==> src/hw/rtl/cls_pkg.sv <==
package cls_pkg;

    localparam int LINE_MAX_DEF = 1024;
    localparam int LEN_W        = 10;
    localparam int FIFO_DEPTH   = 4;

    localparam logic [7:0] CH_QUOTE = 8'h22;
    localparam logic [7:0] CH_SLASH = 8'h2F;
    localparam logic [7:0] CH_STAR  = 8'h2A;
    localparam logic [7:0] CH_SEMI  = 8'h3B;
    localparam logic [7:0] CH_LF    = 8'h0A;
    localparam logic [7:0] CH_CR    = 8'h0D;
    localparam logic [7:0] CH_SPACE = 8'h20;

    typedef enum logic [1:0] {
        KIND_KEPT = 2'd0,
        KIND_DROP = 2'd1,
        KIND_TERM = 2'd2,
        KIND_SKIP = 2'd3
    } t_kind;

    typedef struct packed {
        logic [7:0] ch;
        logic       last;
    } t_in_beat;

    typedef struct packed {
        logic [7:0]       byte_out;
        t_kind            kind;
        logic             line_end;
        logic [LEN_W-1:0] line_len;
        logic             end_of_run;
    } t_out_beat;

    typedef struct packed {
        logic quote_odd;
        logic in_line;
        logic in_block;
        logic skip_sep;
        logic term_next;
    } t_flags;

endpackage

==> src/hw/rtl/cls_classify.sv <==
module cls_classify #(
    parameter int LINE_MAX = cls_pkg::LINE_MAX_DEF
) (
    input  logic [7:0]                  i_b,
    input  logic                        i_has_next,
    input  logic [7:0]                  i_nx,
    input  cls_pkg::t_flags             i_st,
    input  logic [$clog2(LINE_MAX)-1:0] i_cnt,
    output cls_pkg::t_flags             o_st,
    output logic [$clog2(LINE_MAX)-1:0] o_cnt,
    output cls_pkg::t_out_beat          o_res
);
    import cls_pkg::*;

    localparam int             CW      = $clog2(LINE_MAX);
    localparam logic [CW-1:0]  CNT_MAX = CW'(LINE_MAX - 1);

    function automatic logic is_sep(input logic [7:0] b);
        return (b == CH_LF) || (b == CH_CR) || (b == CH_SEMI) ||
               ((b != 8'h00) && (b <= CH_SPACE));
    endfunction

    // report the count through the fixed-width length field
    function automatic logic [LEN_W-1:0] len_of(input logic [CW-1:0] c);
        logic [CW+LEN_W-1:0] wide;
        wide = {{LEN_W{1'b0}}, c};
        return wide[LEN_W-1:0];
    endfunction

    always_comb begin : p_cls
        t_flags        st;
        logic [CW-1:0] cnt;
        t_out_beat     res;
        logic          done;
        logic          term;
        logic          closing;

        st      = i_st;
        cnt     = i_cnt;
        done    = 1'b0;
        term    = 1'b0;
        closing = 1'b0;
        res.byte_out   = i_b;
        res.kind       = KIND_KEPT;
        res.line_end   = 1'b0;
        res.line_len   = '0;
        res.end_of_run = 1'b0;

        if (st.skip_sep) begin
            if (is_sep(i_b)) begin
                res.kind = KIND_SKIP;
                done     = 1'b1;
            end else begin
                st.skip_sep = 1'b0;
            end
        end

        if (!done) begin
            if (st.term_next) begin
                st.term_next = 1'b0;
                term         = 1'b1;
            end else begin
                if (i_b == CH_QUOTE) begin
                    st.quote_odd = !st.quote_odd;
                end
                if (!st.quote_odd) begin
                    if (i_has_next) begin
                        if (!st.in_block && i_b == CH_SLASH && i_nx == CH_SLASH) begin
                            st.in_line = 1'b1;
                        end else if (!st.in_line && i_b == CH_SLASH && i_nx == CH_STAR) begin
                            st.in_block = 1'b1;
                        end else if (st.in_block && i_b == CH_STAR && i_nx == CH_SLASH) begin
                            // the closing slash becomes the terminator
                            st.in_block  = 1'b0;
                            st.term_next = 1'b1;
                            closing      = 1'b1;
                        end
                    end
                    if (!closing && !st.in_line && !st.in_block && i_b == CH_SEMI) begin
                        term = 1'b1;
                    end
                end
                if (!closing && !term && !st.in_block && !st.quote_odd &&
                    (i_b == CH_LF || i_b == CH_CR)) begin
                    st.in_line = 1'b0;
                    term       = 1'b1;
                end
            end

            if (term) begin
                res.kind     = KIND_TERM;
                res.line_end = 1'b1;
                res.line_len = len_of(cnt);
                st.quote_odd = 1'b0;
                st.skip_sep  = 1'b1;
                cnt          = '0;
            end else if (cnt < CNT_MAX) begin
                cnt          = CW'(cnt + 1'b1);
                res.kind     = KIND_KEPT;
                res.line_len = len_of(cnt);
            end else begin
                res.kind     = KIND_DROP;
                res.line_len = len_of(cnt);
            end
        end

        o_st  = st;
        o_cnt = cnt;
        o_res = res;
    end

endmodule

==> src/hw/rtl/cls_fifo.sv <==
module cls_fifo (
    input  logic                                   i_clk,
    input  logic                                   i_rst_n,
    input  logic                                   i_push0,
    input  logic                                   i_push1,
    input  cls_pkg::t_out_beat                     i_wdata0,
    input  cls_pkg::t_out_beat                     i_wdata1,
    input  logic                                   i_stall,
    output logic                                   o_valid,
    output cls_pkg::t_out_beat                     o_rdata,
    output logic [$clog2(cls_pkg::FIFO_DEPTH+1)-1:0] o_count
);
    import cls_pkg::*;

    localparam int PW = $clog2(FIFO_DEPTH);
    localparam int CW = $clog2(FIFO_DEPTH + 1);

    t_out_beat       r_mem [FIFO_DEPTH];
    logic [PW-1:0]   r_wr_ptr;
    logic [PW-1:0]   r_rd_ptr;
    logic [CW-1:0]   r_count;
    logic [PW-1:0]   w_wr_ptr1;
    logic            w_pop;
    logic [1:0]      w_push_n;

    assign w_wr_ptr1 = PW'(r_wr_ptr + 1'b1);
    assign w_pop     = (r_count != '0) && !i_stall;
    assign w_push_n  = {1'b0, i_push0} + {1'b0, i_push1};

    always_ff @(posedge i_clk) begin
        if (i_push0) begin
            r_mem[r_wr_ptr] <= i_wdata0;
        end
        if (i_push1) begin
            r_mem[w_wr_ptr1] <= i_wdata1;
        end
    end

    always_ff @(posedge i_clk) begin
        if (!i_rst_n) begin
            r_wr_ptr <= '0;
            r_rd_ptr <= '0;
            r_count  <= '0;
        end else begin
            r_wr_ptr <= PW'(r_wr_ptr + w_push_n);
            if (w_pop) begin
                r_rd_ptr <= PW'(r_rd_ptr + 1'b1);
            end
            r_count <= CW'(r_count + w_push_n - {1'b0, w_pop});
        end
    end

    assign o_valid = (r_count != '0);
    assign o_rdata = r_mem[r_rd_ptr];
    assign o_count = r_count;

endmodule

==> src/hw/rtl/command_line_splitter.sv <==
// An input beat is registered, then held until the next beat is its lookahead;
// a last beat is classified at once and may push two results. One input beat per
// cycle enters unless o_in_stall; one result per cycle leaves unless i_out_stall.
// The input stall rises when the four-entry output queue could not take two more.
// Reset (synchronous, active low) clears the held byte, comment/quote state,
// the line count and the output queue.
module command_line_splitter #(
    parameter int LINE_MAX = cls_pkg::LINE_MAX_DEF
) (
    input  logic               i_clk,
    input  logic               i_rst_n,
    input  logic               i_in_valid,
    output logic               o_in_stall,
    input  cls_pkg::t_in_beat  i_in_data,
    output logic               o_out_valid,
    input  logic               i_out_stall,
    output cls_pkg::t_out_beat o_out_data
);
    import cls_pkg::*;

    localparam int CW  = $clog2(LINE_MAX);
    localparam int QCW = $clog2(FIFO_DEPTH + 1);

    logic            r_in_valid;
    t_in_beat        r_in;
    logic [7:0]      r_held_byte;
    logic            r_held_valid;
    t_flags          r_flags;
    logic [CW-1:0]   r_cnt;

    t_flags          w_st_a;
    logic [CW-1:0]   w_cnt_a;
    t_out_beat       w_res_a;
    t_flags          w_st1;
    logic [CW-1:0]   w_cnt1;
    t_out_beat       w_res_b;
    t_out_beat       w_beat_a;
    t_out_beat       w_beat_b;
    logic            w_push0;
    logic            w_push1;
    t_out_beat       w_wdata0;
    logic [QCW-1:0]  w_count;
    logic [QCW:0]    w_fill;
    logic            w_accept;

    assign w_accept = i_in_valid && !o_in_stall;

    always_ff @(posedge i_clk) begin
        if (!i_rst_n) begin
            r_in_valid <= 1'b0;
        end else begin
            r_in_valid <= w_accept;
        end
    end

    always_ff @(posedge i_clk) begin
        if (w_accept) begin
            r_in <= i_in_data;
        end
    end

    // held byte with the new byte as lookahead
    cls_classify #(.LINE_MAX(LINE_MAX)) u_cls_held (
        .i_b        (r_held_byte),
        .i_has_next (1'b1),
        .i_nx       (r_in.ch),
        .i_st       (r_flags),
        .i_cnt      (r_cnt),
        .o_st       (w_st_a),
        .o_cnt      (w_cnt_a),
        .o_res      (w_res_a)
    );

    assign w_st1  = r_held_valid ? w_st_a  : r_flags;
    assign w_cnt1 = r_held_valid ? w_cnt_a : r_cnt;

    // final byte of the text, no lookahead
    cls_classify #(.LINE_MAX(LINE_MAX)) u_cls_last (
        .i_b        (r_in.ch),
        .i_has_next (1'b0),
        .i_nx       (8'h00),
        .i_st       (w_st1),
        .i_cnt      (w_cnt1),
        .o_st       (),
        .o_cnt      (),
        .o_res      (w_res_b)
    );

    always_comb begin
        w_beat_a            = w_res_a;
        w_beat_a.end_of_run = !r_in.last;
        w_beat_b            = w_res_b;
        w_beat_b.end_of_run = 1'b1;
        if (w_res_b.kind != KIND_TERM && w_res_b.kind != KIND_SKIP) begin
            w_beat_b.line_end = 1'b1;
        end
    end

    assign w_push0  = r_in_valid && (r_held_valid || r_in.last);
    assign w_push1  = r_in_valid && r_held_valid && r_in.last;
    assign w_wdata0 = r_held_valid ? w_beat_a : w_beat_b;

    always_ff @(posedge i_clk) begin
        if (!i_rst_n) begin
            r_held_byte  <= '0;
            r_held_valid <= 1'b0;
            r_flags      <= '0;
            r_cnt        <= '0;
        end else if (r_in_valid) begin
            if (r_in.last) begin
                // end of text: drop all line and comment state
                r_held_byte  <= '0;
                r_held_valid <= 1'b0;
                r_flags      <= '0;
                r_cnt        <= '0;
            end else begin
                r_held_byte  <= r_in.ch;
                r_held_valid <= 1'b1;
                r_flags      <= w_st1;
                r_cnt        <= w_cnt1;
            end
        end
    end

    cls_fifo u_fifo (
        .i_clk    (i_clk),
        .i_rst_n  (i_rst_n),
        .i_push0  (w_push0),
        .i_push1  (w_push1),
        .i_wdata0 (w_wdata0),
        .i_wdata1 (w_beat_b),
        .i_stall  (i_out_stall),
        .o_valid  (o_out_valid),
        .o_rdata  (o_out_data),
        .o_count  (w_count)
    );

    // leave room for the two beats a new item may bring
    assign w_fill     = {1'b0, w_count} + {{QCW{1'b0}}, w_push0} + {{QCW{1'b0}}, w_push1};
    assign o_in_stall = (w_fill > (QCW+1)'(FIFO_DEPTH - 2));

    a_queue_bound : assert property (@(posedge i_clk) disable iff (!i_rst_n)
        w_count <= QCW'(FIFO_DEPTH))
        else $error("output queue overflow");

    a_last_clears : assert property (@(posedge i_clk) disable iff (!i_rst_n)
        r_in_valid && r_in.last |=> !r_held_valid && r_cnt == '0 && r_flags == '0)
        else $error("state not cleared after end of text");

    a_skip_len : assert property (@(posedge i_clk) disable iff (!i_rst_n)
        o_out_valid && o_out_data.kind == KIND_SKIP |->
            o_out_data.line_len == '0 && !o_out_data.line_end)
        else $error("skipped separator carries a line length or end");

endmodule

==> config.mk <==
export PLATFORM = sky130hd
export DESIGN_NAME = command_line_splitter
export DESIGN_NICKNAME = d
export VERILOG_FILES = /design/src/hw/rtl/cls_pkg.sv /design/src/hw/rtl/cls_classify.sv /design/src/hw/rtl/cls_fifo.sv /design/src/hw/rtl/command_line_splitter.sv
export SDC_FILE = /design/constraint.sdc
export NUM_CORES = 1
export LEC_CHECK = 0
export BUFFER_PORTS_ARGS = -buffer_cell sky130_fd_sc_hd__buf_2
export CELL_PAD_IN_SITES_DETAIL_PLACEMENT = 1
export CELL_PAD_IN_SITES_GLOBAL_PLACEMENT = 1
export CORE_MARGIN = 8
export CORE_UTILIZATION = 49
export DETAILED_ROUTE_END_ITERATION = 8
export HOLD_SLACK_MARGIN = 0.12
export PLACE_DENSITY = 0.78
export SLEW_MARGIN = 20
export SYNTH_ARGS = -nofsm -noshare
export SYNTH_HDL_FRONTEND = slang
export SYNTH_SLANG_ARGS = --single-unit
export TNS_END_PERCENT = 100
==> constraint.sdc <==
create_clock -name i_clk -period 4.3 [get_ports i_clk]
set_clock_uncertainty 0.2 [all_clocks]
set_input_delay 1.075 -clock i_clk [delete_from_list [all_inputs] [get_ports i_clk]]
set_output_delay 1.075 -clock i_clk [all_outputs]
set_load 0.1 [all_outputs]
==> results of run 1 <==
[power by group through the flow]
stage	sequential, mW	clock [mW]	combinational [mW]
floorplan	1.51	0	1.29
global placement	1.54	0	1.51
detailed placement	1.56	0	1.55
CTS	1.53	1.42	1.55
global route	1.54	1.47	1.62
finish	1.53	1.41	1.54
[layout make-up]
| class | instances | area [um2] |
|---|---|---|
| fill | 1622 | 6543 |
| multi-input combinational | 500 | 3608 |
| sequential | 131 | 3557 |
| timing repair buffer | 69 | 427.9 |
| clock buffer | 17 | 425.4 |
| tap | 188 | 235.2 |
| clock inverter | 15 | 135.1 |
| inverter | 27 | 101.3 |
[kinds of logic after synthesis]
family,count (synthesis),share of synthesized area (%)
flip-flops,131,47.64
AO/OA/AOI/OAI,211,20.15
adder cells (fa/ha/maj),10,1.879
XOR/XNOR,14,1.644
multiplexers,29,7.633
buffers and inverters,77,4.093
AND/OR/NAND/NOR,236,16.96
[how the worst min path moves through the flow]
stage / from / endpoint / slack [ns] / depth (start not counted)
detailed placement: u_fifo.r_mem[3][0]$_SDFFE_PP1P_ / u_fifo.r_mem[3][0]$_SDFFE_PP1P_ / 0.26 / 1
CTS: u_fifo.r_mem[3][0]$_SDFFE_PP1P_ / u_fifo.r_mem[3][0]$_SDFFE_PP1P_ / 0.27 / 1
global route: u_fifo.r_mem[3][0]$_SDFFE_PP1P_ / u_fifo.r_mem[3][0]$_SDFFE_PP1P_ / 0.31 / 1
finish: u_fifo.r_mem[3][0]$_SDFFE_PP1P_ / u_fifo.r_mem[3][0]$_SDFFE_PP1P_ / 0.27 / 1
floorplan: u_fifo.r_mem[2][0]$_SDFFE_PP1P_ / u_fifo.r_mem[2][0]$_SDFFE_PP1P_ / 0.24 / 1
global placement: u_fifo.r_mem[0][0]$_SDFFE_PP1P_ / u_fifo.r_mem[0][0]$_SDFFE_PP1P_ / 0.25 / 2
[sequential cells by signal, indices dropped and copies added (netlist names), named ones only]
| name | count |
|---|---|
| u_fifo.r_wr_ptr | 2 |
| r_held_valid | 1 |
| u_fifo.r_mem | 88 |
| r_held_byte | 8 |
| r_cnt | 10 |
| r_in_valid | 1 |
| u_fifo.o_count | 3 |
| r_in | 9 |
| r_flags | 5 |
| u_fifo.r_rd_ptr | 2 |
[synth_stat cells (5+ instances only)]
| cell | number | area [um2] |
|---|---|---|
| sky130_fd_sc_hd__a21o_1 | 5 | 37.54 |
| sky130_fd_sc_hd__a21oi_1 | 36 | 180.2 |
| sky130_fd_sc_hd__a22o_1 | 32 | 280.3 |
| sky130_fd_sc_hd__and2_1 | 26 | 162.7 |
| sky130_fd_sc_hd__and3_1 | 6 | 37.54 |
| sky130_fd_sc_hd__buf_2 | 7 | 35.03 |
| sky130_fd_sc_hd__clkbuf_1 | 39 | 146.4 |
| sky130_fd_sc_hd__dfxtp_1 | 38 | 760.7 |
| sky130_fd_sc_hd__edfxtp_1 | 93 | 2793 |
| sky130_fd_sc_hd__ha_1 | 8 | 100.1 |
| sky130_fd_sc_hd__inv_1 | 26 | 97.59 |
| sky130_fd_sc_hd__mux4_2 | 22 | 495.5 |
| sky130_fd_sc_hd__nand2_1 | 60 | 225.2 |
| sky130_fd_sc_hd__nand2b_1 | 7 | 43.79 |
| sky130_fd_sc_hd__nand3_1 | 20 | 100.1 |
| sky130_fd_sc_hd__nand4_1 | 13 | 81.33 |
| sky130_fd_sc_hd__nor2_1 | 41 | 153.9 |
| sky130_fd_sc_hd__nor2b_1 | 24 | 150.1 |
| sky130_fd_sc_hd__nor3_1 | 13 | 65.06 |
| sky130_fd_sc_hd__o21ai_0 | 22 | 110.1 |
| sky130_fd_sc_hd__o21ai_1 | 8 | 40.04 |
| sky130_fd_sc_hd__o22ai_1 | 58 | 362.9 |
| sky130_fd_sc_hd__xnor2_1 | 8 | 70.07 |
| sky130_fd_sc_hd__xor2_1 | 6 | 52.55 |
[through the flow]
step / util (%) / setup WS [ns] / power (mW) / area, um2
2_1_floorplan: - / 0.6485 / 2.797 / 7458
3_5_place_dp: 52.57 / 0.2332 / 3.101 / 7903
5_1_grt: 56.48 / 0.006045 / 4.631 / 8491
3_3_place_gp: 52.57 / 0.3404 / 3.057 / 7903
6_report: 56.48 / 0.2420 / 4.486 / 8491
4_1_cts: 56.30 / 0.1567 / 4.501 / 8463
[what timing repair did]
| action | CTS | global route |
|---|---|---|
| setup endpoints to repair | 0 | 16 |
| buffers inserted | 0 | 2 |
| resized for setup | 0 | 4 |
[cells in the final DEF, fill, tap and decap left out, types with 3 or more instances in the layout]
cell type / synthesis / layout
sky130_fd_sc_hd__dfxtp_1: 38 / 35
sky130_fd_sc_hd__nor2_1: 41 / 41
sky130_fd_sc_hd__o32ai_1: 4 / 4
sky130_fd_sc_hd__nand2b_1: 7 / 7
sky130_fd_sc_hd__edfxtp_1: 93 / 93
sky130_fd_sc_hd__a22o_1: 32 / 32
sky130_fd_sc_hd__xor2_1: 6 / 6
sky130_fd_sc_hd__a32oi_1: 4 / 4
sky130_fd_sc_hd__nand4_1: 13 / 13
sky130_fd_sc_hd__o21ai_1: 8 / 8
sky130_fd_sc_hd__nand3_1: 20 / 20
sky130_fd_sc_hd__a21oi_1: 36 / 36
sky130_fd_sc_hd__xnor2_1: 8 / 8
sky130_fd_sc_hd__nor2b_1: 24 / 24
sky130_fd_sc_hd__buf_2: 7 / 36
sky130_fd_sc_hd__mux4_2: 22 / 22
sky130_fd_sc_hd__o22ai_1: 58 / 58
sky130_fd_sc_hd__o21a_1: 4 / 4
sky130_fd_sc_hd__or3_1: 4 / 4
sky130_fd_sc_hd__mux2_2: 3 / 3
sky130_fd_sc_hd__inv_1: 26 / 26
sky130_fd_sc_hd__clkbuf_16: 0 / 17
sky130_fd_sc_hd__dfxtp_2: 0 / 3
sky130_fd_sc_hd__o21ai_0: 22 / 22
sky130_fd_sc_hd__nor3_1: 13 / 13
sky130_fd_sc_hd__ha_1: 8 / 8
sky130_fd_sc_hd__buf_4: 0 / 33
sky130_fd_sc_hd__o211a_1: 3 / 3
sky130_fd_sc_hd__nand2_1: 60 / 59
sky130_fd_sc_hd__mux2i_1: 4 / 4
sky130_fd_sc_hd__and3b_1: 3 / 3
sky130_fd_sc_hd__inv_6: 0 / 7
sky130_fd_sc_hd__and3_1: 6 / 6
sky130_fd_sc_hd__and2_1: 26 / 26
sky130_fd_sc_hd__o31ai_1: 3 / 3
sky130_fd_sc_hd__a21o_1: 5 / 5
sky130_fd_sc_hd__inv_8: 0 / 4
sky130_fd_sc_hd__nor3_2: 3 / 3
[routing by layer]
| layer | track usage [%] | part of all wire, % | vias up |
|---|---|---|---|
| li1 | - | - | 2795 |
| met1 | 31.46 | 44 | 3187 |
| met2 | 39.81 | 48 | 254 |
| met3 | 5.164 | 6.5 | 38 |
| met4 | 7.799 | 1.6 | 0 |
| met5 | 0 | 0 | - |
[worst max-delay path: stages (launching register included)]
cell	delay [ns]
sky130_fd_sc_hd__dfxtp_1	0.58
sky130_fd_sc_hd__nand3_1	0.12
sky130_fd_sc_hd__or3_1	0.34
sky130_fd_sc_hd__a21o_1	0.24
sky130_fd_sc_hd__a311o_1	0.39
sky130_fd_sc_hd__a21o_1	0.21
sky130_fd_sc_hd__mux2_2	0.32
sky130_fd_sc_hd__ha_1	0.25
sky130_fd_sc_hd__nand4_1	0.20
sky130_fd_sc_hd__o21bai_4	0.14
sky130_fd_sc_hd__nor4_2	0.23
sky130_fd_sc_hd__xor2_1	0.39
sky130_fd_sc_hd__o22ai_1	0.15
==> results.toml, run 1 <==
[outcome]
run_status = "complete, no violations"

[placed_design]
buffer_ports.inserted = 36
place.gp.congestion = 0.9209
detailed_place_hpwl_um = 16430
dp.cells = 913

[die]
die_height_um = 139.4
io_pins = 37
initial_cell_density_of_the_core_pct = 49.61
placeableCoreArea_um2 = 15030
dieArea_um2 = 19430
fp-row-count = 45
floorplan.die.width_um = 139.4

[setup_path]
worst-r2r-setup-slack_ns = 0.24
worst_setup_path_end_kind = "register"
source_of_the_critical_timing_path = "r_held_byte[3]$_SDFFE_PN0P_"
worst-setup-path-type = "register to register"
critPathArrivalTime_ns = 4.01
cp-endpoint = "u_fifo.r_mem[0][4]$_DFFE_PP_"
ff2ff_path_depth = 12
timing.rr.end = "u_fifo.r_mem[0][4]$_DFFE_PP_"
launch_instance_of_the_worst_register_to_register_path = "r_held_byte[3]$_SDFFE_PN0P_"
startpoint_type = "register"
crit_fanout = 13
critical_path_required_ns = 4.25

[finish]
layout-drive-gt1-share_pct = 19.89
number_of_standard_cells_in_the_layout_taps_in_and_fillers_out = 947
antenna-diode-count = 0
layout-area-overhead-vs-synth_pct = 13.84
net_count_of_the_finished_layout = 769

[yosys]
synth_seq_cells = 131
synth-seq-area-share_pct = 47.64
yosysWarningCount = 0
synth.lib_cells_used.distinct = 79
synth_async_sr_flop_share_pct = 0
post_synth_instance_area_um2 = 7458
synth_edf_count = 93
synth_flop_cell = "sky130_fd_sc_hd__edfxtp_1"
post_synth_inst_count = 708
syn_nets = 731
avgSynthCellArea_um2 = 10.53

[route]
detailroute.via_count = 6274
dr_pass1_iterations = 5
route.detailed.drc = 0
wl_per_cell_um = 24.57
detailedRoute.firstIterationViolations = 573
wl_um = 23270
routed_via_density = 6.625
ant_nets = 0

[grt]
largest_net_degree_at_the_start_of_global_routing = 38
antenna_violations_before_repair = 0
via_count_of_the_first_global_routing_pass = 6577
groute.usage.overall_pct = 24.29
first_pass_grt_wire_length_um = 36830
gr-total-overflow = 0

[timing]
max_slew_margin_pct = 51.01
rsz0062_at_grt = "false"
finalSetupTns_ns = 0
timing_hold_violations_final = 0
timing.fmax_mhz = 246.4
slew_violations = 0
worst-slew-pin-transition_ns = 0.7327
finalHoldWorstSlack_ns = 0.2713
finalCritPeriodShare_pct = 94.37
finalSetupViolations = 0
finalCriticalPeriod_ns = 4.058

[pwr]
power_per_cell_area_nw_per_um2 = 528.3
combPwrFrac_pct = 34.4
sequentialPowerShare_pct = 34.1
vdd.ir_drop.worst_uv = 447.5
p_switching_mw = 1.898
share_clk_of_total_power_pct = 31.5
internal_portion_of_total_power_mw = 2.588
leakage_nw = 2.895
p_sw_share_pct = 42.30

[clocking]
cts_root_buf = "sky130_fd_sc_hd__clkbuf_16"
clock_sink_count = 131
ctsHtreeMaxLevel = 4
tritoncts_clock_tree = "built"
clock_latency_of_the_later_clocked_register_in_the_worst_skew_pair_ns = 0.44
clock_tree.buffer_depth = 2
cts-hold-fix-buffers = 0
clkTransAtPathRegs_ns = 0.07
cts_made_buffers = 17

[worst_hold_path]
hp-class = "register to register"

[flow_run]
max_cap_viol_count = 0
Power figures use the tool's default switching activity.
==> inputs of run 2 (changes only) <==
--- a/config.mk
+++ b/config.mk
@@ -7,12 +7,14 @@
 export LEC_CHECK = 0
 export BUFFER_PORTS_ARGS = -buffer_cell sky130_fd_sc_hd__buf_2
 export CELL_PAD_IN_SITES_DETAIL_PLACEMENT = 1
-export CELL_PAD_IN_SITES_GLOBAL_PLACEMENT = 1
+export CELL_PAD_IN_SITES_GLOBAL_PLACEMENT = 2
 export CORE_MARGIN = 8
-export CORE_UTILIZATION = 49
+export CORE_UTILIZATION = 41
 export DETAILED_ROUTE_END_ITERATION = 8
 export HOLD_SLACK_MARGIN = 0.12
+export MAX_ROUTING_LAYER = met4
 export PLACE_DENSITY = 0.78
+export SETUP_SLACK_MARGIN = 0.1
 export SLEW_MARGIN = 20
 export SYNTH_ARGS = -nofsm -noshare
 export SYNTH_HDL_FRONTEND = slang
==> results.toml, run 2 (same netlist as run 1, synthesis figures left out) <==
[finish]
largest_reg_flops = 88
layout-area-overhead-vs-synth_pct = 16.12
net_count_of_the_finished_layout = 772
layout-drive-gt1-share_pct = 20.34
number_of_standard_cells_in_the_layout_taps_in_and_fillers_out = 991
top_regs = "u_fifo.r_mem x88, r_cnt x10, r_in x9"
final.fill_count = 1973
commonest_cells_after_routing_fill_and_taps_aside = "sky130_fd_sc_hd__edfxtp_1, sky130_fd_sc_hd__nand2_1, sky130_fd_sc_hd__o22ai_1"
largest-register = "u_fifo.r_mem"
finished_layout_cell_area_um2 = 8661
antenna-diode-count = 0
mostFrequentLayoutCell = "sky130_fd_sc_hd__edfxtp_1"

[die]
placeableCoreArea_um2 = 17900
die_height_um = 150.9
dieArea_um2 = 22760
io_pins = 37
floorplan.die.width_um = 150.9
initial_cell_density_of_the_core_pct = 41.66
fp-row-count = 49

[setup_path]
cpPeakStageDelay_ns = 0.59
timing.rr.end = "u_fifo.r_mem[0][4]$_DFFE_PP_"
critical_path.top_delay_family = "compound AO/OA/AOI/OAI gates"
crit_path_frequent_cell = "sky130_fd_sc_hd__a21o_1"
critical_path_required_ns = 4.24
critPathArrivalTime_ns = 3.97
worst-r2r-setup-slack_ns = 0.27
launch_instance_of_the_worst_register_to_register_path = "r_held_byte[0]$_SDFFE_PN0P_"
worst-setup-path-type = "register to register"
source_of_the_critical_timing_path = "r_held_byte[0]$_SDFFE_PN0P_"
cp.buffers_inverters = 0
crit_fanout = 14
ff2ff_path_depth = 12
cell_type_of_the_slowest_stage_on_the_worst_timing_path = "sky130_fd_sc_hd__dfxtp_1"
startpoint_type = "register"
worst_setup_path_end_kind = "register"
path_cells = "nand3_1 -> or3_1 -> a21o_1 -> a311o_1 -> a21o_1 -> mux2_2 -> ha_1 -> nand4_1 -> o21bai_4 -> nor4_2 -> xor2_2 -> o22ai_1"

[clocking]
tritoncts_clock_tree = "built"
cts_root_buf = "sky130_fd_sc_hd__clkbuf_16"
ctsHtreeMaxLevel = 4
cts_made_buffers = 17
clock_latency_of_the_later_clocked_register_in_the_worst_skew_pair_ns = 0.43
cts-hold-fix-buffers = 0
clock_tree.buffer_depth = 2
clkTransAtPathRegs_ns = 0.06
clock_sink_count = 131

[route]
wl_per_cell_um = 23.44
wl_um = 23230
routed_via_density = 6.161
detailedRoute.firstIterationViolations = 515
ant_nets = 0
route.detailed.drc = 0
dr_pass1_iterations = 5
detailroute.via_count = 6106

[placed_design]
dp.cells = 957
postPlaceCellArea_um2 = 7976
place.gp.congestion = 0.8904
detailed_place_hpwl_um = 16690
buffer_ports.inserted = 36

[grt]
antenna_violations_before_repair = 0
gr-total-overflow = 0
groute.usage.overall_pct = 21.42
first_pass_grt_wire_length_um = 36040
via_count_of_the_first_global_routing_pass = 6123
largest_net_degree_at_the_start_of_global_routing = 38

[worst_hold_path]
min_delay_path_depth = 1
hp-class = "register to register"
worstHoldEndpoint = "u_fifo.r_mem[2][0]$_SDFFE_PP1P_"
min-delay-start = "u_fifo.r_mem[2][0]$_SDFFE_PP1P_"

[timing]
finalSetupViolations = 0
max_slew_margin_pct = 45.16
timing.fmax_mhz = 248.3
worst-slew-pin-transition_ns = 0.8171
finalCritPeriodShare_pct = 93.68
rsz0062_at_grt = "false"
timing_hold_violations_final = 0
finalCriticalPeriod_ns = 4.028
slew_violations = 0
finalSetupTns_ns = 0

[outcome]
run_status = "complete, no violations"

[flow_run]
max_cap_viol_count = 0

[pwr]
leakage_nw = 2.949
vdd.ir_drop.worst_uv = 351.7
power_per_cell_area_nw_per_um2 = 537.3
[run 2: changes by cell type in the layout (fill, tap and decap cells not counted), moves of 3 or more]
cell	previous run	this run
sky130_fd_sc_hd__inv_6	7	4
sky130_fd_sc_hd__bufinv_16	0	4
sky130_fd_sc_hd__inv_8	4	1
sky130_fd_sc_hd__buf_4	33	36
[run 2: area by class of cell]
| class | instances | area [um2] | share of cell area [%] |
|---|---|---|---|
| clock buffer | 18 | 429.2 | 4.955 |
| clock inverter | 14 | 201.4 | 2.326 |
| multi-input combinational | 500 | 3636 | 41.98 |
| timing repair buffer | 72 | 450.4 | 5.201 |
| inverter | 27 | 101.3 | 1.170 |
| tap | 229 | 286.5 | 3.308 |
| sequential | 131 | 3556 | 41.06 |
[run 2: how the worst max path moves through the flow]
stage	to	slack, ns	cells after the start
after global placement	u_fifo.r_mem[0][1]$_DFFE_PP_	0.40	11
after CTS	u_fifo.r_mem[2][2]$_DFFE_PP_	0.15	12
after floorplan	u_fifo.r_mem[0][4]$_DFFE_PP_	0.65	15
after global routing	u_fifo.r_mem[0][7]$_DFFE_PP_	0.10	12
after detailed placement	u_fifo.r_mem[2][2]$_DFFE_PP_	0.24	12
final	u_fifo.r_mem[0][4]$_DFFE_PP_	0.27	12
[run 2: what timing repair did]
item                                    4_1_cts  5_1_grt
endpoints found under the setup margin        0       32
resized for setup                             0       10
setup buffers                                 0        2
[run 2: per-layer routing]
| metal | wire [um] | part of all wire (%) | vias up | GRT usage, % |
|---|---|---|---|---|
| met5 | 0 | 0 | - | - |
| met4 | 294 | 1.3 | 0 | 5.542 |
| met3 | 998 | 4.3 | 27 | 3.496 |
| met2 | 11080 | 48 | 154 | 33.77 |
| met1 | 10860 | 47 | 3120 | 28.28 |
| li1 | - | - | 2805 | - |
[run 2: power breakdown]
group	total, mW	switching, mW	internal, mW
Sequential	1.52	0.0687	1.45
Clock	1.58	0.601	0.981
Combinational	1.56	1.17	0.383
[run 2: through the flow]
stage          util [%]  worst slack, ns  power, mW  hold slack (ns)
4_1_cts           48.08           0.1495      4.687           0.2735
3_3_place_gp      44.56           0.3995      3.072           0.2486
6_report          48.38           0.2718      4.654           0.2688
3_5_place_dp      44.56           0.2359      3.105           0.2595
2_1_floorplan         -           0.6485      2.797           0.2354
5_1_grt           48.38           0.1030      4.810           0.2963
